### src/hw/rtl/qsfm_pkg.sv
// Shared types, constants and microcode ROM for the quadrotor mixer.
package qsfm_pkg;

  // Payload widths
  localparam int unsigned FIELD_W = 16;
  localparam int unsigned EXTRA_W = 17;
  localparam int unsigned IDX_W   = 3;
  localparam int unsigned STEP_W  = 4;
  localparam int unsigned TERM_W  = 3;
  localparam int unsigned NTERMS  = 8;
  localparam int unsigned NMOTORS = 4;

  // Datapath widths
  localparam int unsigned CONST_W = 26;  // folded gains, positive, < 2^25
  localparam int unsigned P1_W    = 33;  // state * Q8.8 gain
  localparam int unsigned P2_W    = 59;  // P1 * folded constant
  localparam int unsigned ACC_W   = 61;  // sum of up to five products
  localparam int unsigned SUM_W   = 20;  // drive + thrust + extra thrust

  localparam logic [FIELD_W-1:0] DRIVE_MAX = 16'd65500;
  localparam logic [16:0]        DRIVE_PRECLAMP = 17'd131071;

  // Configuration register indexes
  localparam logic [IDX_W-1:0] REG_REF_GAIN      = 3'd0;
  localparam logic [IDX_W-1:0] REG_ANGLE_GAIN    = 3'd1;
  localparam logic [IDX_W-1:0] REG_RATE_GAIN     = 3'd2;
  localparam logic [IDX_W-1:0] REG_YAW_RATE_GAIN = 3'd3;
  localparam logic [IDX_W-1:0] REG_EXTRA_THRUST  = 3'd4;

  localparam logic [FIELD_W-1:0] RST_REF_GAIN      = 16'd7680;
  localparam logic [FIELD_W-1:0] RST_ANGLE_GAIN    = 16'd2560;
  localparam logic [FIELD_W-1:0] RST_RATE_GAIN     = 16'd307;
  localparam logic [FIELD_W-1:0] RST_YAW_RATE_GAIN = 16'd256;

  // Terms, in microcode order
  localparam logic [TERM_W-1:0] T_ROLL      = 3'd0;
  localparam logic [TERM_W-1:0] T_PITCH     = 3'd1;
  localparam logic [TERM_W-1:0] T_ROLL_RATE = 3'd2;
  localparam logic [TERM_W-1:0] T_PITCH_RT  = 3'd3;
  localparam logic [TERM_W-1:0] T_YAW_RATE  = 3'd4;
  localparam logic [TERM_W-1:0] T_REF_ROLL  = 3'd5;
  localparam logic [TERM_W-1:0] T_REF_PITCH = 3'd6;
  localparam logic [TERM_W-1:0] T_REF_YAW   = 3'd7;

  // Folded gains per term: thrust conversion * gain * 4096
  localparam logic [CONST_W-1:0] TERM_CONST [NTERMS] = '{
    26'd6173195, 26'd6353793, 26'd19573989, 26'd20157742,
    26'd31686876, 26'd108249, 26'd111433, 26'd553979
  };

  // Subtract mask per term, bit k for motor k. Pitch reference negation folded in.
  localparam logic [NMOTORS-1:0] TERM_SUB [NTERMS] = '{
    4'b1100, 4'b0110, 4'b1100, 4'b0110,
    4'b1010, 4'b0011, 4'b0110, 4'b0101
  };

  typedef struct packed {
    logic signed [FIELD_W-1:0] roll_angle;
    logic signed [FIELD_W-1:0] pitch_angle;
    logic signed [FIELD_W-1:0] roll_rate;
    logic signed [FIELD_W-1:0] pitch_rate;
    logic signed [FIELD_W-1:0] yaw_rate;
    logic signed [FIELD_W-1:0] ref_roll;
    logic signed [FIELD_W-1:0] ref_pitch;
    logic signed [FIELD_W-1:0] ref_yaw_rate;
    logic        [FIELD_W-1:0] thrust_cmd;
  } in_item_t;

  typedef struct packed {
    logic [FIELD_W-1:0] motor_one;
    logic [FIELD_W-1:0] motor_two;
    logic [FIELD_W-1:0] motor_three;
    logic [FIELD_W-1:0] motor_four;
    logic               cutoff_active;
  } out_item_t;

  typedef enum logic [1:0] {
    OP_WAIT_IN,
    OP_NEXT,
    OP_PUBLISH
  } op_e;

  typedef struct packed {
    op_e               op;
    logic              m1_en;
    logic [TERM_W-1:0] m1_term;
    logic              m2_en;
    logic [TERM_W-1:0] m2_term;
    logic              acc_en;
    logic [TERM_W-1:0] acc_term;
    logic              fin_en;
    logic [1:0]        fin_motor;
    logic              trip_en;
  } ucode_t;

  typedef struct packed {
    ucode_t uc;
    logic   load;
    logic   publish;
  } dp_ctrl_t;

  // Microcode ROM: wait for a request, multiply by gain, multiply by folded constant,
  // accumulate, three-deep across the eight terms; finish one motor a step, then publish.
  function automatic ucode_t ucode(input logic [STEP_W-1:0] step);
    ucode_t w;
    unique case (step)
      4'd0:  w = '{OP_WAIT_IN, 1'b0, 3'd0, 1'b0, 3'd0, 1'b0, 3'd0, 1'b0, 2'd0, 1'b0};
      4'd1:  w = '{OP_NEXT,    1'b1, 3'd0, 1'b0, 3'd0, 1'b0, 3'd0, 1'b0, 2'd0, 1'b0};
      4'd2:  w = '{OP_NEXT,    1'b1, 3'd1, 1'b1, 3'd0, 1'b0, 3'd0, 1'b0, 2'd0, 1'b0};
      4'd3:  w = '{OP_NEXT,    1'b1, 3'd2, 1'b1, 3'd1, 1'b1, 3'd0, 1'b0, 2'd0, 1'b0};
      4'd4:  w = '{OP_NEXT,    1'b1, 3'd3, 1'b1, 3'd2, 1'b1, 3'd1, 1'b0, 2'd0, 1'b0};
      4'd5:  w = '{OP_NEXT,    1'b1, 3'd4, 1'b1, 3'd3, 1'b1, 3'd2, 1'b0, 2'd0, 1'b0};
      4'd6:  w = '{OP_NEXT,    1'b1, 3'd5, 1'b1, 3'd4, 1'b1, 3'd3, 1'b0, 2'd0, 1'b0};
      4'd7:  w = '{OP_NEXT,    1'b1, 3'd6, 1'b1, 3'd5, 1'b1, 3'd4, 1'b0, 2'd0, 1'b0};
      4'd8:  w = '{OP_NEXT,    1'b1, 3'd7, 1'b1, 3'd6, 1'b1, 3'd5, 1'b0, 2'd0, 1'b0};
      4'd9:  w = '{OP_NEXT,    1'b0, 3'd0, 1'b1, 3'd7, 1'b1, 3'd6, 1'b0, 2'd0, 1'b0};
      4'd10: w = '{OP_NEXT,    1'b0, 3'd0, 1'b0, 3'd0, 1'b1, 3'd7, 1'b0, 2'd0, 1'b0};
      4'd11: w = '{OP_NEXT,    1'b0, 3'd0, 1'b0, 3'd0, 1'b0, 3'd0, 1'b1, 2'd0, 1'b1};
      4'd12: w = '{OP_NEXT,    1'b0, 3'd0, 1'b0, 3'd0, 1'b0, 3'd0, 1'b1, 2'd1, 1'b0};
      4'd13: w = '{OP_NEXT,    1'b0, 3'd0, 1'b0, 3'd0, 1'b0, 3'd0, 1'b1, 2'd2, 1'b0};
      4'd14: w = '{OP_NEXT,    1'b0, 3'd0, 1'b0, 3'd0, 1'b0, 3'd0, 1'b1, 2'd3, 1'b0};
      4'd15: w = '{OP_PUBLISH, 1'b0, 3'd0, 1'b0, 3'd0, 1'b0, 3'd0, 1'b0, 2'd0, 1'b0};
      default: w = '{OP_WAIT_IN, 1'b0, 3'd0, 1'b0, 3'd0, 1'b0, 3'd0, 1'b0, 2'd0, 1'b0};
    endcase
    return w;
  endfunction

endpackage

### src/hw/rtl/qsfm_seq.sv
// Microcode sequencer: step counter, control ROM and handshake control.
module qsfm_seq (
  input  logic               clk_i,
  input  logic               rst_ni,
  input  logic               in_valid_i,
  output logic               in_ready_o,
  input  logic               out_ready_i,
  output logic               out_valid_o,
  output qsfm_pkg::dp_ctrl_t ctrl_o
);

  logic [qsfm_pkg::STEP_W-1:0] step_q, step_d;
  logic                        out_valid_q, out_valid_d;
  qsfm_pkg::ucode_t            uc;
  logic                        accept;
  logic                        publish;

  assign uc      = qsfm_pkg::ucode(step_q);
  assign accept  = (uc.op == qsfm_pkg::OP_WAIT_IN) && in_valid_i;
  assign publish = (uc.op == qsfm_pkg::OP_PUBLISH) && (!out_valid_q || out_ready_i);

  always_comb begin
    unique case (uc.op)
      qsfm_pkg::OP_WAIT_IN: step_d = accept ? step_q + 1'b1 : step_q;
      qsfm_pkg::OP_NEXT:    step_d = step_q + 1'b1;
      qsfm_pkg::OP_PUBLISH: step_d = publish ? '0 : step_q;
      default:              step_d = '0;
    endcase
  end

  always_comb begin
    if (publish) begin
      out_valid_d = 1'b1;
    end else if (out_ready_i) begin
      out_valid_d = 1'b0;
    end else begin
      out_valid_d = out_valid_q;
    end
  end

  always_ff @(posedge clk_i or negedge rst_ni) begin
    if (!rst_ni) begin
      step_q      <= '0;
      out_valid_q <= 1'b0;
    end else begin
      step_q      <= step_d;
      out_valid_q <= out_valid_d;
    end
  end

  assign in_ready_o     = (uc.op == qsfm_pkg::OP_WAIT_IN);
  assign out_valid_o    = out_valid_q;
  assign ctrl_o.uc      = uc;
  assign ctrl_o.load    = accept;
  assign ctrl_o.publish = publish;

endmodule

### config.mk
export PLATFORM = sky130hd
export DESIGN_NAME = qsfm_seq
export DESIGN_NICKNAME = d
export VERILOG_FILES = /design/src/hw/rtl/qsfm_pkg.sv /design/src/hw/rtl/qsfm_seq.sv
export SDC_FILE = /design/constraint.sdc
export NUM_CORES = 1
export LEC_CHECK = 0
export BUFFER_PORTS_ARGS = -buffer_cell sky130_fd_sc_hd__buf_2
export CAP_MARGIN = 20
export CORE_MARGIN = 1
export CORE_UTILIZATION = 25
export CTS_CLUSTER_DIAMETER = 30
export DETAILED_ROUTE_END_ITERATION = 6
export MAX_ROUTING_LAYER = met4
export PLACE_DENSITY = 0.59
export SYNTH_ARGS = -nofsm -noshare
export SYNTH_HDL_FRONTEND = slang
export SYNTH_SLANG_ARGS = --single-unit
### constraint.sdc
create_clock -name clk_i -period 1.8 [get_ports clk_i]
set_clock_uncertainty 0.1 [all_clocks]
set_input_delay 0.18 -clock clk_i [delete_from_list [all_inputs] [get_ports clk_i]]
set_output_delay 0.18 -clock clk_i [all_outputs]
set_load 0.1 [all_outputs]
==> metrics list, run 1 <==
- The critical path starts at step_q[1].
* Hold Path Stages: 2
- For this run, the post-layout net count is 146.
- Number of violations reported at the end of detailed-routing iteration 0: 25
* Fillers: around 160
- Critical Path Start Type: flop
- The area growth from synthesis to layout is 164%.
- The flow ran to the end, but the final reports show violations.
* Row cnt: 18
- Critical path arrival: between 1.5 and 2 ns
- The path class of the tightest hold or removal check is input pin to flop.
* Maximum fanout encountered on the critical timing path: 5
* Syn_area_per_cell: roughly 7.9 µm²
- The tree is rooted in a clkbuf_4.
* Clock insertion delay at the later pin of the skew report: roughly 0.24 ns
- In this run, synthesis produced a sequential element count of 5.
- Floorplan Core Area: between 2000 and 2500 µm²
* 1st-pass router iterations: 5
- Fraction of layout cells with a size suffix above 1: between 80 and 90%
- Main flop type after synthesis: dfrtp_1
- For the pin with the worst max-slew slack, the measured transition is around 0.5 ns.
- Clock tree synthesis inserted a total of 3 buffers.
- The cell area that synthesis handed to floorplanning was between 600 and 700 µm².
- RSZ-0062 raised after global routing: yes
- Once routing completed, OpenROAD measured the worst setup slack at -0.110 ns.
- Clk sinks: 5
* Combined flip-flop and latch cell area: about 130 µm²
- Wire length per cell: ~17 µm
* Beginning of the worst register-to-register path: step_q[1]
- The worst register-to-register path has a setup slack of ~0.06 ns.
- The number of global-route vias before repair is 838.
* CP endpoint kind: output port
* Final-report hold violation count: 0
- Antenna Diode Count: 0
- Adding up every negative setup slack in the final design gives -0.720 ns.
- Total of buffers placed on input and output ports: 25
- Overall routing resource usage: between 20% and 30%
* Number of maximum-capacitance violations: 0
- The routed design has approximately 2.8 mm of wire.
* Sequential area share after synthesis: between 10% and 20%
- Once detail routing completed, the nets flagged for antenna violations numbered 0.
- The checks that failed: setup timing.
- The endpoint identified for the worst register-to-register timing path is step_q[3].
* Multi-input gate area: 808 µm²
- Post-Syn Instances: 82
- Total congestion overflow after global routing: 0
- CTS HTree Levels: 1
- Number of distinct standard cells referenced by the synthesized netlist: 33
- Die H: 53.1 µm
- Of the available clock period, the critical path in the final layout requires 106%.
- Entering global routing, the biggest net connects 13 pins.
* Number of setup violations in the final report: 10
* Net Count, Synth: 94
- Max Clock Freq: between 500 and 600 MHz
- The first global-routing pass estimated between 4 and 5 mm of wire.
- Measured in cells, the most critical reg-to-reg path has a length of 7.
* Initial Util: 26.3%
* Floorplan die width: about 53 µm
* Worst setup path end: ctrl_o[8]
* Final Slew Violations: 0
- Die outline area: 2820 µm²
- DRC: 0
* Critical Setup Path Class: flop to output port
- Yosys mapped a number of flops with a built-in enable equal to 0.
- Number of top-level design ports: 26
- Max Buffers Root-to-Sink: 2
- TritonCTS clock tree: yes
* Hold Worst Slack: 0.106 ns
- For the worst setup path, the data required time is 1.52 ns.
- DPL Wire Length: roughly 1.7 mm
- Initial antenna violation count: 0
- Clock-pin slew was measured on the worst setup and hold paths at approximately 0.04 ns.
- Number of warnings reported in the yosys synthesis log: 0
- Min Clock Period, post-route: 1.91 ns
- Vias per inst: ~5.2
- Worst relative slew slack: slightly below 70%
- Routability-driven placement congestion ratio: between 0.7 and 0.8
- Vias after detailed routing: around 840
- Share of synthesized flip-flops with an asynchronous set or reset: 100%
==> logic make-up after synthesis <==
logic type,after synthesis,synth area share (%)
muxes,3,4.61
DFF,5,19.2
and+or+nand+nor,27,23.4
adders and majority gates,8,15.4
AOI/OAI and AO/OA,24,25.0
xor gates and xnor gates,1,1.34
buffers and inverters,14,11.1
==> what timing repair did <==
item | 4_1_cts | 5_1_grt
gates resized for setup | 36 | 13
setup buffers | 10 | 4
gates cloned | 0 | 0
pin swaps | 11 | 5
hold buffers | 1 | 0
endpoints found under the setup margin | 16 | 18
endpoints found under the hold margin | 5 | 0
==> Yosys cell counts (3+ instances only) <==
cell | count | share of area, %
o21ai_0 | 3 | 2.3
ha_1 | 8 | 15
a21oi_1 | 4 | 3.1
inv_1 | 7 | 4.0
nor2_1 | 7 | 4.0
and2_1 | 4 | 3.8
dfrtp_1 | 5 | 19
mux2i_1 | 3 | 4.6
and3_1 | 3 | 2.9
buf_4 | 4 | 4.6
o22ai_1 | 4 | 3.8
nand2_1 | 4 | 2.3
==> state kept, by name, indices dropped and copies added, names as in the netlist <==
signal,cells
step_q,4
out_valid_o,1
==> area by class of cell <==
class / instances / area share, %
clock buffer: 4 / 1.53
inverter: 8 / 2.47
multi-input combinational: 63 / 47.0
sequential: 5 / 7.49
tap: 30 / 2.18
timing repair buffer: 53 / 39.3
==> worst max-delay path, stage by stage (launching register included) <==
cell,delay (ns)
dfrtp_2,0.47
ha_4,0.19
ha_4,0.17
inv_4,0.05
buf_4,0.13
o22ai_4,0.17
buf_12,0.20
==> placed cells by master (no fill, tap or decap), types with 2 or more instances in the layout <==
cell type and count:
buf_4 23, buf_12 22, ha_4 7, inv_4 5, nor2_4 5, buf_2 4
and2_4 3, a21oi_4 3, inv_1 3, clkbuf_4 3, buf_6 3, dfrtp_2 3
nand2b_4 2, nand2_2 2, nor2_2 2, a31oi_4 2, o22ai_4 2, and3_2 2
mux2i_1 2, o31ai_1 2, dfrtp_1 2
==> worst min path at each step <==
stage	start	to	slack, ns
floorplan	rst_ni	out_valid_o	-0.22
global placement	rst_ni	out_valid_o	-0.10
detailed placement	rst_ni	out_valid_o	-0.10
CTS	out_ready_i	out_valid_o	0.07
global route	out_ready_i	out_valid_o	0.16
finish	out_ready_i	out_valid_o	0.11
==> per-layer routing <==
layer	global-route usage (%)	part of all wire [%]	vias to the layer above	wire length, µm
li1	-	-	399	-
met1	24.2	42	410	1170
met2	37.3	53	29	1460
met3	3.16	3.8	5	106
met4	7.46	1.2	0	32
met5	-	0	-	0
==> stage by stage <==
step | cells | area (µm²) | setup WS [ns] | util, %
3_3_place_gp | 144 | 1390 | 0.105 | 56.1
6_report | 163 | 1720 | -0.110 | 69.4
2_1_floorplan | 82 | 857 | -0.258 | -
4_1_cts | 159 | 1630 | -0.0686 | 65.7
5_1_grt | 163 | 1720 | -0.154 | 69.4
3_5_place_dp | 144 | 1390 | 0.0291 | 56.1
Power of run 1 is left out: the tool's default activity adds up to more than one toggle a clock period on the data nets, which glitch-free logic cannot reach.
==> run 2: changes to the inputs <==
--- a/config.mk
+++ b/config.mk
@@ -12,7 +12,7 @@
 export CTS_CLUSTER_DIAMETER = 30
 export DETAILED_ROUTE_END_ITERATION = 6
 export MAX_ROUTING_LAYER = met4
-export PLACE_DENSITY = 0.59
+export PLACE_DENSITY = 0.47
 export SYNTH_ARGS = -nofsm -noshare
 export SYNTH_HDL_FRONTEND = slang
 export SYNTH_SLANG_ARGS = --single-unit
==> run 2 against run 1 <==
  * The flow still finishes with violations (setup timing)
  * Cell count shrank 3.1%
  * Core utilization shrank 0.96 points
  * Sequential share of layout area grew 0.10 points
  * Via count shrank 7.2%
  * Setup slack gained 0.029 ns
==> metrics list, run 2 (synthesis results as in run 1) <==
- The end of the worst register-to-register path was step_q[3] (unchanged).
- The startpoint of the lowest-slack register-to-register path was step_q[0] (was step_q[1]).
- Crit. Startpoint: step_q[0] (was step_q[1])
- The number of levels the H-tree was split into is 1 (unchanged).
* Floorplan die width: 53.1 µm (unchanged)
* CP required: 1.52 ns (about the same)
- Final routed wirelength across all metal layers: 2.17 mm (was 2.76 mm)
* Number of maximum-capacitance violations: 0 (unchanged)
- Vias after detailed routing: 782 (was 843)
- Critical Setup Path Class: flop to output port (unchanged)
- Final-report hold violation count: 0 (unchanged)
- Antenna violation net count after detailed routing: 0 (unchanged)
- The layout cell share with drive strength beyond 1 was 81.3% (was 82.0%).
- Floorplan Core Area: 2480 µm² (unchanged)
- Total of buffers placed on input and output ports: 25 (unchanged)
- Clock insertion delay at the later pin of the skew report: 0.24 ns (about the same)
* Number of cells traversed by the worst register-to-register path: 6 (was 7)
- The number of clock sinks seen by CTS came to 5 (unchanged).
- The final net count is 141 (was 146).
- The total placed cells including tap cells is 145 (was 144).
- Total congestion overflow after global routing: 0 (unchanged)
* Worst relative slew slack: 68.0% (was 67.5%)
- The full die area is 2820 µm² (unchanged).
* DPL Wire Length: 1.61 mm (was 1.66 mm)
- The number of standard cells in the final layout excluding fillers was 158 (was 163).
* Failing checks: setup timing (unchanged)
- Critical Path Start Type: flop (unchanged)
- The worst path setup slack after routing came to -0.0805 ns (was -0.110 ns).
* Overall routing resource usage: 18.0% (was 21.2%)
- Hold Path Stages: 2 (unchanged)
- The most common library cell in the layout ignoring fill and taps is buf_12 (was buf_4).
- Most frequent cells in the layout: buf_12, buf_4, buf_6 (was buf_4, buf_12, ha_4).
- The detail-routed via count per cell was 4.95 (was 5.17).
* Critical path arrival: 1.60 ns (was 1.63 ns)
* 1st-pass router iterations: 4 (was 5)
* Classification of the worst-slack hold path: input pin to flop (unchanged)
- Routability-driven placement congestion ratio: 0.975 (was 0.766)
* Row cnt: 18 (unchanged)
- The pre-CTS setup slack came to -0.00799 ns (was 0.0291 ns).
- Max Clock Freq: 532 MHz (was 524 MHz)
- The iteration-0 DRC count of the detailed router came to 17 (was 25).
- Die H: 53.1 µm (unchanged)
- The initial core utilization came to 26.3% (unchanged).
* RSZ-0062 raised after global routing: yes (unchanged)
- Number of setup violations in the final report: 10 (unchanged)
- Result of the run: complete, but fails checks (unchanged)
* Max Buffers Root-to-Sink: 2 (unchanged)
- The first-pass GRT wire length is 3.58 mm (was 4.12 mm).
- The total clock buffers created by CTS was 3 (unchanged).
- Pin slew with the least headroom to its limit: 0.483 ns (was 0.491 ns)
- The number of global-route vias before repair was 811 (was 838).
- The post-route DRC violation count was 0 (unchanged).
* Clock root cell: clkbuf_4 (unchanged)
- TritonCTS clock tree: yes (unchanged)
- Antenna Diode Count: 0 (unchanged)
- The time the final worst path needs with I/O delays and setup came to 1.88 ns (was 1.91 ns).
* Number of top-level design ports: 26 (unchanged)
- Worst reg2reg setup slack: 0 ns (was 0.06 ns)
- Fillers: 180 (was 164)
* Final Slew Violations: 0 (unchanged)
- Pin count of the biggest net entering global routing: 11 (was 13)
- Worst hold path endpoint: out_valid_o (unchanged)
- Initial antenna violation count: 0 (unchanged)
- Worst Hold Launch: out_ready_i (unchanged)
- Wire length per cell: 13.8 µm (was 17.0 µm)
* Maximum fanout encountered on the critical timing path: 6 (was 5)
- Flip-flop count of the largest register, all copies and words added: 4 (unchanged)
* Top reg by flops: step_q (unchanged)
- Ratio of final minimum period to clock period: 104% (was 106%)
* Clock-pin slew on the worst setup and hold paths: 0.04 ns (about the same)
- The endpoint kind of the worst setup timing path was an output port (unchanged).
- Area growth from synthesis to layout: 160% (was 164%)
run 2: cell types whose count changed in the layout (fill, tap and decap cells not counted), sizes merged:
cell,previous run,this run
buf,52,47
run 2: metrics by stage:
step                      cell area [µm²]  utilization, %  hold slack [ns]  setup TNS, ns
after global routing                 1700            68.5           0.0622          -1.21
after detailed placement             1400            56.4           -0.100        -0.0158
after CTS                            1600            64.6           0.0500         -0.426
after floorplan                       857               -           -0.216         -0.961
after global placement               1400            56.4           -0.103              0
final                                1700            68.5           0.0546         -0.421
run 2: worst max path at each step:
stage / to / slack, ns
6_report: in_ready_o / -0.08
5_1_grt: ctrl_o[1] / -0.15
4_1_cts: ctrl_o[1] / -0.07
3_5_place_dp: step_q[1] / -0.008
3_3_place_gp: step_q[1] / 0.05
2_1_floorplan: ctrl_o[1] / -0.26
run 2: critical path, cell delays in order (launching register included):
cell,delay (ns)
dfrtp_2,0.47
ha_4,0.18
ha_4,0.16
inv_4,0.05
a21o_4,0.20
buf_4,0.14
buf_12,0.15
run 2: area by class of cell:
class	count	area (µm²)	share of cell area, %
Sequential cell	5	129	7.60
Timing Repair Buffer	48	654	38.6
Inverter	8	42.5	2.51
Tap cell	30	37.5	2.21
Clock buffer	4	26.3	1.55
Multi-Input combinational cell	63	807	47.6
run 2: repair_timing:
action | 4_1_cts | 5_1_grt
setup buffers | 8 | 0
gates resized for setup | 28 | 25
hold buffers | 1 | 0
pin swaps | 11 | 8
gates cloned | 0 | 0
setup endpoints to repair | 20 | 23
hold endpoints to repair | 5 | 0
run 2: routing by layer:
layer / vias to the layer above / GRT usage [%] / share of wire [%]
met5: - / - / 0
met2: 25 / 31.2 / 52
met3: 4 / 1.72 / 3.2
met4: 0 / 6.58 / 2.3
li1: 387 / - / -
met1: 366 / 21.4 / 43
Power of run 2 is left out for the same reason.
